### config.mk
export PLATFORM = sky130hd
export DESIGN_NAME = tensor_transpose_address_generator_unit
export DESIGN_NICKNAME = d
export VERILOG_FILES = /design/src/sv/tta_pkg.sv /design/src/sv/tta_stride_seq.sv /design/src/sv/tensor_transpose_address_generator_unit.sv
export SDC_FILE = /design/constraint.sdc
export NUM_CORES = 2
export LEC_CHECK = 0
export ABC_AREA = 1
export BUFFER_PORTS_ARGS = -buffer_cell sky130_fd_sc_hd__buf_2
export CELL_PAD_IN_SITES_DETAIL_PLACEMENT = 0
export CELL_PAD_IN_SITES_GLOBAL_PLACEMENT = 1
export CORE_UTILIZATION = 45
export CTS_CLUSTER_SIZE = 10
export DETAILED_ROUTE_END_ITERATION = 8
export PLACE_DENSITY = 0.81
export SLEW_MARGIN = 30
export SYNTH_ARGS = -nofsm -noshare
export SYNTH_HDL_FRONTEND = slang
export SYNTH_SLANG_ARGS = --single-unit
### constraint.sdc
create_clock -name clk -period 18 [get_ports clk]
set_input_delay 3.6 -clock clk [delete_from_list [all_inputs] [get_ports clk]]
set_output_delay 3.6 -clock clk [all_outputs]
set_load 0.02 [all_outputs]
### src/sv/tta_pkg.sv
// Package for the tensor transpose address generator.
// Holds the fixed widths, register indexes and the sequencer control type.
// No dependencies.
`timescale 1ns / 1ps
`default_nettype none

package tta_pkg;

    localparam int NDIM       = 4;
    localparam int DIM_W      = 2;
    localparam int SEQ_STEPS  = 2 * NDIM;
    localparam int STEP_W     = 3;
    localparam int OFF_W      = 32;
    localparam int DATA_W     = 64;
    localparam int ORDER_W    = 3;
    localparam int PERM_W     = 8;
    localparam int EDGE_CFG_W = 9;
    localparam int APB_ADDR_W = 5;
    localparam int APB_DATA_W = 32;
    localparam int REG_IDX_W  = 3;
    localparam int NUM_REGS   = 7;

    localparam logic [REG_IDX_W-1:0] REG_ORDER       = 3'd0;
    localparam logic [REG_IDX_W-1:0] REG_DIRECTION   = 3'd1;
    localparam logic [REG_IDX_W-1:0] REG_PERMUTATION = 3'd2;
    localparam logic [REG_IDX_W-1:0] REG_EDGE0       = 3'd3;
    localparam logic [REG_IDX_W-1:0] REG_EDGE3       = 3'd6;

    localparam logic [PERM_W-1:0] PERM_RESET = 8'd228;

    typedef struct packed {
        logic               start;
        logic [ORDER_W-1:0] order;
        logic [PERM_W-1:0]  perm;
    } seq_ctrl_t;

endpackage

`default_nettype wire

### src/sv/tta_stride_seq.sv
// Stride sequencer: derives the per-dimension offset increments of the permuted layout.
// Uses one shared multiplier over eight steps after reset and after each start.
// Depends on tta_pkg.
`timescale 1ns / 1ps
`default_nettype none

module tta_stride_seq #(
    parameter int EDGE_W = 9
) (
    input  logic                                          clk,
    input  logic                                          rst_n,
    input  tta_pkg::seq_ctrl_t                            ctrl,
    input  logic [tta_pkg::NDIM-1:0][EDGE_W-1:0]          eff_edge,
    output logic [tta_pkg::NDIM-1:0][tta_pkg::OFF_W-1:0]  delta,
    output logic                                          busy
);
    import tta_pkg::*;

    logic [STEP_W-1:0]            step_reg;
    logic                         busy_reg;
    logic [OFF_W-1:0]             acc_reg;
    logic [NDIM-1:0][OFF_W-1:0]   ns_reg;
    logic [NDIM-1:0][OFF_W-1:0]   delta_reg;

    logic                         phase_b;
    logic [DIM_W-1:0]             idx;
    logic [DIM_W-1:0]             dim;
    logic                         active;
    logic [OFF_W-1:0]             mul_a;
    logic [EDGE_W-1:0]            mul_b;
    logic [OFF_W+EDGE_W-1:0]      prod;

    // The first half places the permuted strides, the second half turns them
    // into the offset change for a carry into each dimension.
    assign phase_b = (step_reg >= STEP_W'(NDIM));
    assign idx     = step_reg[DIM_W-1:0];
    assign dim     = ctrl.perm[DIM_W*idx +: DIM_W];
    assign active  = (ORDER_W'(idx) < ctrl.order);
    assign mul_a   = phase_b ? ns_reg[idx] : acc_reg;
    assign mul_b   = phase_b ? (eff_edge[idx] - EDGE_W'(1)) : eff_edge[dim];
    assign prod    = (OFF_W+EDGE_W)'(mul_a) * (OFF_W+EDGE_W)'(mul_b);

    always_ff @(posedge clk or negedge rst_n)
    begin
        if (!rst_n)
        begin
            step_reg <= '0;
            busy_reg <= 1'b1;
            acc_reg  <= OFF_W'(1);
            ns_reg   <= '0;
        end
        else if (ctrl.start)
        begin
            step_reg <= '0;
            busy_reg <= 1'b1;
            acc_reg  <= OFF_W'(1);
            ns_reg   <= '0;
        end
        else if (busy_reg)
        begin
            step_reg <= step_reg + STEP_W'(1);
            if (step_reg == STEP_W'(SEQ_STEPS - 1))
            begin
                busy_reg <= 1'b0;
            end
            if (!phase_b)
            begin
                if (active)
                begin
                    ns_reg[dim] <= acc_reg;
                    acc_reg     <= prod[OFF_W-1:0];
                end
                if (idx == DIM_W'(NDIM - 1))
                begin
                    acc_reg <= '0;
                end
            end
            else if (active)
            begin
                acc_reg <= acc_reg + prod[OFF_W-1:0];
            end
        end
    end

    always_ff @(posedge clk)
    begin
        if (busy_reg && phase_b && active)
        begin
            delta_reg[idx] <= ns_reg[idx] - acc_reg;
        end
    end

    assign delta = delta_reg;
    assign busy  = busy_reg;

endmodule

`default_nettype wire

### src/sv/tensor_transpose_address_generator_unit.sv
// Top level of the tensor transpose address generator.
// Depends on tta_pkg and tta_stride_seq.
//
// Usage:
// Tensor elements arrive on the input channel (in_valid, in_stall, element)
// in the walk order of the old layout, dimension 0 innermost. Each accepted
// transaction yields one result transaction on the output channel
// (out_valid, out_stall, element_out, read_offset, write_offset, last),
// registered in the output buffer. One transaction is taken per cycle
// while in_stall is low. A two-entry output buffer lets the block take a
// new transaction while a result waits; in_stall rises when both entries
// are full or the stride sequencer is busy. Registers must be written over
// the APB port only while the block is idle; the block does not enforce
// this. A write to a valid register restarts the walk at offset zero and
// starts the stride sequencer, which holds in_stall high until every step of
// its shared multiplier is done. The same derivation runs after reset, with
// order 1, direction 1, permutation 228 and every edge length 1. The last
// flag marks the final element of a pass; the next element starts a new pass.
`timescale 1ns / 1ps
`default_nettype none

module tensor_transpose_address_generator_unit #(
    parameter int MAX_ORDER = 4,
    parameter int EDGE_BITS = 8,
    parameter int ELEM_BITS = 64
) (
    input  logic                             clk,
    input  logic                             rst_n,
    input  logic                             in_valid,
    output logic                             in_stall,
    input  logic [tta_pkg::DATA_W-1:0]       element,
    output logic                             out_valid,
    input  logic                             out_stall,
    output logic [tta_pkg::DATA_W-1:0]       element_out,
    output logic [tta_pkg::OFF_W-1:0]        read_offset,
    output logic [tta_pkg::OFF_W-1:0]        write_offset,
    output logic                             last,
    input  logic                             psel,
    input  logic                             penable,
    input  logic                             pwrite,
    input  logic [tta_pkg::APB_ADDR_W-1:0]   paddr,
    input  logic [tta_pkg::APB_DATA_W-1:0]   pwdata,
    output logic [tta_pkg::APB_DATA_W-1:0]   prdata,
    output logic                             pready
);
    import tta_pkg::*;

    localparam int LIMIT    = (MAX_ORDER < NDIM) ? MAX_ORDER : NDIM;
    localparam int CNT_W    = (EDGE_BITS < EDGE_CFG_W) ? EDGE_BITS : EDGE_CFG_W;
    localparam int EE_W     = CNT_W + 1;
    localparam int MAX_EDGE = 1 << EDGE_BITS;

    typedef struct packed {
        logic [ELEM_BITS-1:0] elem;
        logic [OFF_W-1:0]     rd;
        logic [OFF_W-1:0]     wr;
        logic                 fin;
    } result_t;

    logic [ORDER_W-1:0]         order_reg;
    logic                       dir_reg;
    logic [PERM_W-1:0]          perm_reg;
    logic [EDGE_CFG_W-1:0]      edge_reg [NDIM];

    logic [NDIM-1:0][CNT_W-1:0] cnt_reg;
    logic [NDIM-1:0][CNT_W-1:0] cnt_next;
    logic [OFF_W-1:0]           old_off_reg;
    logic [OFF_W-1:0]           new_off_reg;
    logic [OFF_W-1:0]           old_off_next;
    logic [OFF_W-1:0]           new_off_next;
    logic [OFF_W-1:0]           sel_delta;
    logic                       pass_end;

    logic [ORDER_W-1:0]         eff_order;
    logic [NDIM-1:0][EE_W-1:0]  eff_edge;
    logic [NDIM-1:0][OFF_W-1:0] delta;
    logic                       seq_busy;
    seq_ctrl_t                  seq_ctrl;

    logic                       cfg_wr;
    logic                       cfg_hit;
    logic [REG_IDX_W-1:0]       cfg_idx;
    logic [DIM_W-1:0]           edge_sel;

    logic                       accept;
    logic                       take;
    logic                       out_valid_reg;
    logic                       skid_valid_reg;
    result_t                    main_reg;
    result_t                    skid_reg;
    result_t                    res_new;

    assign cfg_wr   = psel && penable && pwrite;
    assign cfg_idx  = paddr[APB_ADDR_W-1:2];
    assign cfg_hit  = cfg_wr && (cfg_idx < REG_IDX_W'(NUM_REGS));
    assign edge_sel = DIM_W'(cfg_idx - REG_EDGE0);
    assign pready   = 1'b1;

    always_ff @(posedge clk or negedge rst_n)
    begin
        if (!rst_n)
        begin
            order_reg <= ORDER_W'(1);
            dir_reg   <= 1'b1;
            perm_reg  <= PERM_RESET;
            for (int d = 0; d < NDIM; d++)
            begin
                edge_reg[d] <= EDGE_CFG_W'(1);
            end
        end
        else if (cfg_wr)
        begin
            case (cfg_idx)
                REG_ORDER:       order_reg <= pwdata[ORDER_W-1:0];
                REG_DIRECTION:   dir_reg   <= pwdata[0];
                REG_PERMUTATION: perm_reg  <= pwdata[PERM_W-1:0];
                default:
                begin
                    if (cfg_idx inside {[REG_EDGE0:REG_EDGE3]})
                    begin
                        edge_reg[edge_sel] <= pwdata[EDGE_CFG_W-1:0];
                    end
                end
            endcase
        end
    end

    always_comb
    begin
        case (cfg_idx)
            REG_ORDER:       prdata = APB_DATA_W'(order_reg);
            REG_DIRECTION:   prdata = APB_DATA_W'(dir_reg);
            REG_PERMUTATION: prdata = APB_DATA_W'(perm_reg);
            default:
            begin
                if (cfg_idx inside {[REG_EDGE0:REG_EDGE3]})
                begin
                    prdata = APB_DATA_W'(edge_reg[edge_sel]);
                end
                else
                begin
                    prdata = '0;
                end
            end
        endcase
    end

    // Out-of-range order and edge values are clamped here; dimensions beyond
    // the order get extent one.
    always_comb
    begin
        if (order_reg == '0)
        begin
            eff_order = ORDER_W'(1);
        end
        else if (int'(order_reg) > LIMIT)
        begin
            eff_order = ORDER_W'(LIMIT);
        end
        else
        begin
            eff_order = order_reg;
        end
        for (int d = 0; d < NDIM; d++)
        begin
            if (d >= int'(eff_order) || edge_reg[d] == '0)
            begin
                eff_edge[d] = EE_W'(1);
            end
            else if (int'(edge_reg[d]) > MAX_EDGE)
            begin
                eff_edge[d] = EE_W'(MAX_EDGE);
            end
            else
            begin
                eff_edge[d] = EE_W'(edge_reg[d]);
            end
        end
    end

    assign seq_ctrl.start = cfg_hit;
    assign seq_ctrl.order = eff_order;
    assign seq_ctrl.perm  = perm_reg;

    tta_stride_seq #(
        .EDGE_W (EE_W)
    ) u_stride_seq (
        .clk      (clk),
        .rst_n    (rst_n),
        .ctrl     (seq_ctrl),
        .eff_edge (eff_edge),
        .delta    (delta),
        .busy     (seq_busy)
    );

    // Odometer step: the lowest dimension not at its end advances and all
    // lower ones wrap. The old offset simply counts; the new one adds the
    // precomputed change for the advancing dimension.
    always_comb
    begin
        logic carry;
        carry     = 1'b1;
        sel_delta = '0;
        for (int d = 0; d < NDIM; d++)
        begin
            cnt_next[d] = cnt_reg[d];
            if (carry)
            begin
                if (EE_W'(cnt_reg[d]) == eff_edge[d] - EE_W'(1))
                begin
                    cnt_next[d] = '0;
                end
                else
                begin
                    cnt_next[d] = cnt_reg[d] + CNT_W'(1);
                    sel_delta   = delta[d];
                    carry       = 1'b0;
                end
            end
        end
        pass_end     = carry;
        old_off_next = pass_end ? '0 : old_off_reg + OFF_W'(1);
        new_off_next = pass_end ? '0 : new_off_reg + sel_delta;
    end

    assign res_new.elem = element[ELEM_BITS-1:0];
    assign res_new.rd   = dir_reg ? old_off_reg : new_off_reg;
    assign res_new.wr   = dir_reg ? new_off_reg : old_off_reg;
    assign res_new.fin  = pass_end;

    assign in_stall = seq_busy || skid_valid_reg;
    assign accept   = in_valid && !in_stall;
    assign take     = out_valid_reg && !out_stall;

    always_ff @(posedge clk or negedge rst_n)
    begin
        if (!rst_n)
        begin
            cnt_reg     <= '0;
            old_off_reg <= '0;
            new_off_reg <= '0;
        end
        else if (cfg_hit)
        begin
            cnt_reg     <= '0;
            old_off_reg <= '0;
            new_off_reg <= '0;
        end
        else if (accept)
        begin
            cnt_reg     <= cnt_next;
            old_off_reg <= old_off_next;
            new_off_reg <= new_off_next;
        end
    end

    always_ff @(posedge clk or negedge rst_n)
    begin
        if (!rst_n)
        begin
            out_valid_reg  <= 1'b0;
            skid_valid_reg <= 1'b0;
        end
        else if (!out_valid_reg || take)
        begin
            if (skid_valid_reg)
            begin
                out_valid_reg  <= 1'b1;
                skid_valid_reg <= 1'b0;
            end
            else
            begin
                out_valid_reg <= accept;
            end
        end
        else if (accept)
        begin
            skid_valid_reg <= 1'b1;
        end
    end

    always_ff @(posedge clk)
    begin
        if (!out_valid_reg || take)
        begin
            main_reg <= skid_valid_reg ? skid_reg : res_new;
        end
        if (accept && out_valid_reg && !take)
        begin
            skid_reg <= res_new;
        end
    end

    assign out_valid    = out_valid_reg;
    assign element_out  = DATA_W'(main_reg.elem);
    assign read_offset  = main_reg.rd;
    assign write_offset = main_reg.wr;
    assign last         = main_reg.fin;

endmodule

`default_nettype wire

==> flow_summary.yaml <==
outcome:
  status: "complete, no violations"
sta:
  max_freq_ghz: 0.09638
  relSlewSlack_pct: 30.18
  finalSetupViolCount: 0
  totalNegativeSetupSlack_ns: 0
  hold_violations: 0
  worst_pin_slew_ns: 1.036
  slew_viol_final: 0
  rsz0062_at_grt: "no"
  fin_crit_sh_pct: 57.64
  period_minus_slack_ns: 10.38
  fin_skew_ns: 0.02388
layout:
  largest_register_ffs: 129
  layout_common_cells: "1174 x nand2_1, 688 x inv_1, 403 x o21ai_0"
  area_delta_synth_final_pct: 11.00
  drive_gt1_share_pct: 9.935
  layout.nets: 5621
  final_common_cell: "nand2_1"
logic_synthesis:
  async_flop_share_pct: 44.54
  ys_seq_area_share_pct: 44.24
  avgSynthCellArea_um2: 8.743
  yosys.area.top_type: "edfxtp_1"
  synthFlopType: "edfxtp_1"
  yosysTopAreaCellShare_pct: 26.48
  synthCells: 5006
  synth_edf_count: 386
  synthTopCellsByArea: "edfxtp_1 26%, dfrtp_1 17%, nand2_1 10%, fa_1 8.3%, inv_1 5.9%"
  yosysUniqueCellTypes: 76
  ys_ff_latch: 696
  netlist_area_um2: 43770
  yosysWarningCount: 0
detailed_routing:
  wl_per_cell_um: 17.30
  via_per_inst: 5.258
  drt_pre_antenna_iters: 6
  ant_nets: 0
  totalWireLength_mm: 112.8
  drc: 0
  drtIter0Drc: 2877
  vias: 34300
cts:
  cts_max_level: 3
  cts_setup_buffers: 0
  cts_buffers: 82
  clk_pin_slew_ns: 0.06
  holdBufCountCts: 0
  cts_resized: 0
  cts_root_buf: "clkbuf_16"
  clkLatencyLatePin_ns: 0.64
  cts_tree: "built"
  max-clock-path-buffers: 3
  clkSinkCount: 696
critical_path:
  crit_arrival_ns: 10.90
  crit_path_end_kind: "flip-flop"
  slowest_delay_ns: 0.66
  criticalPathCategory: "reg2reg"
  cp_data_required_time_ns: 18.52
  cpMostUsedCell: "nand2_1"
  path_max_fanout: 60
  startpoint_type: "flip-flop"
  slowest_stage: "dfrtp_4"
global_routing:
  grt_antenna_before_repair: 2
  grt_pass1_vias: 32960
  grtUsageTotal_pct: 22.90
  grt_pass1_wl_mm: 180.6
  grt_overflow: 0
  grt_start_max_net_pins: 169
job:
  maxCapViolCount: 0
placed_design:
  place_congestion: 0.9253
  io_buffers: 222
  post-dp-hpwl_mm: 80.99
floorplan:
  fp.dieW_um: 313.9
  dieArea_um2: 98510
  pin_count: 272
  core_um2: 96570
  rows: 114
  initial_core_util_pct: 45.32
  die_h_um: 313.9
hold_path:
  holdCritPathClass: "reg2reg"
## worst max-delay path: cells and delay by family (launching register included)
family | cells | cell delay (ns)
AND/OR/NAND/NOR | 23 | 3.02
adder cells (fa/ha/maj) | 6 | 2.62
AO/OA/AOI/OAI | 10 | 2.35
buffers and inverters | 9 | 1.53
flip-flops | 1 | 0.66
## worst paths after layout
path                                                       from                              endpoint  cells after the start  slack (ns)
max reg2reg                u_stride_seq.step_reg[0]$_DFFE_PN0P_  u_stride_seq.acc_reg[31]$_DFFE_PN0P_                     48        7.62
max in group asynchronous                                 rst_n   u_stride_seq.ns_reg[68]$_DFFE_PN0P_                      3       13.62
max                        u_stride_seq.step_reg[0]$_DFFE_PN0P_  u_stride_seq.acc_reg[31]$_DFFE_PN0P_                     48        7.62
min reg2reg                 u_stride_seq.ns_reg[35]$_DFFE_PN0P_   u_stride_seq.ns_reg[35]$_DFFE_PN0P_                      2        0.51
min in group asynchronous                                 rst_n              order_reg[2]$_DFFE_PN0P_                      1        2.93
min                         u_stride_seq.ns_reg[35]$_DFFE_PN0P_   u_stride_seq.ns_reg[35]$_DFFE_PN0P_                      2        0.51
## layer usage
metal	share of wire (%)	track usage, %	up-vias
met1	47	33.31	16390
met5	0	0	-
met4	2.0	5.920	0
met3	5.3	2.342	147
met2	46	36.55	941
li1	-	-	16810
## cells by family after synthesis
kind of cell	Yosys count	synth area share (%)
compound gates	964	12.91
fa+ha+maj	335	12.70
mux	9	0.2287
buf+inv	919	8.334
other cells	2	0.01716
simple gates	1910	18.11
xor+xnor	171	3.456
flops	696	44.24
## through the flow
stage / hold WS, ns / cell area, um2 / util, % / cells / worst slack [ns]
global route: 0.5256 / 48580 / 50.31 / 6522 / 6.849
floorplan: 0.4750 / 43850 / - / 5028 / 5.051
finish: 0.5103 / 48580 / 50.31 / 6522 / 7.624
CTS: 0.5113 / 48540 / 50.26 / 6519 / 7.737
detailed placement: 0.4992 / 46060 / 47.70 / 6369 / 7.746
global placement: 0.4906 / 46060 / 47.70 / 6369 / 7.775
## layout make-up
class	count	area, um2
well taps	1276	1597
fillers	9128	47990
inverters	709	2666
flip-flops and latches	696	19380
repair buffers	276	1559
clock buffers	136	2265
multi-input cells	3413	20900
diodes	2	5.005
clock inverters	14	212.7
## Yosys cell counts (8+ instances only)
library cell / instances
o211ai_1: 23
a21oi_1: 242
clkbuf_1: 132
buf_2: 21
o21ai_0: 403
buf_1: 22
nand2_1: 1177
nor4_1: 11
mux2_2: 8
or2_2: 9
a41oi_2: 26
buf_6: 10
nand2_2: 12
o22ai_1: 140
dfrtp_1: 298
dfstp_2: 12
a21oi_2: 8
nand3_1: 250
buf_4: 25
xnor2_1: 45
xor2_1: 124
inv_1: 691
o21a_1: 10
fa_1: 182
nor2_2: 9
inv_2: 14
o21ai_1: 38
ha_1: 153
nor3_1: 30
nand4_1: 32
a31oi_1: 11
edfxtp_1: 386
nor2_1: 342
Power is not shown: default switching activity piles up to over one toggle a cycle in this logic, so the estimate is an artifact.
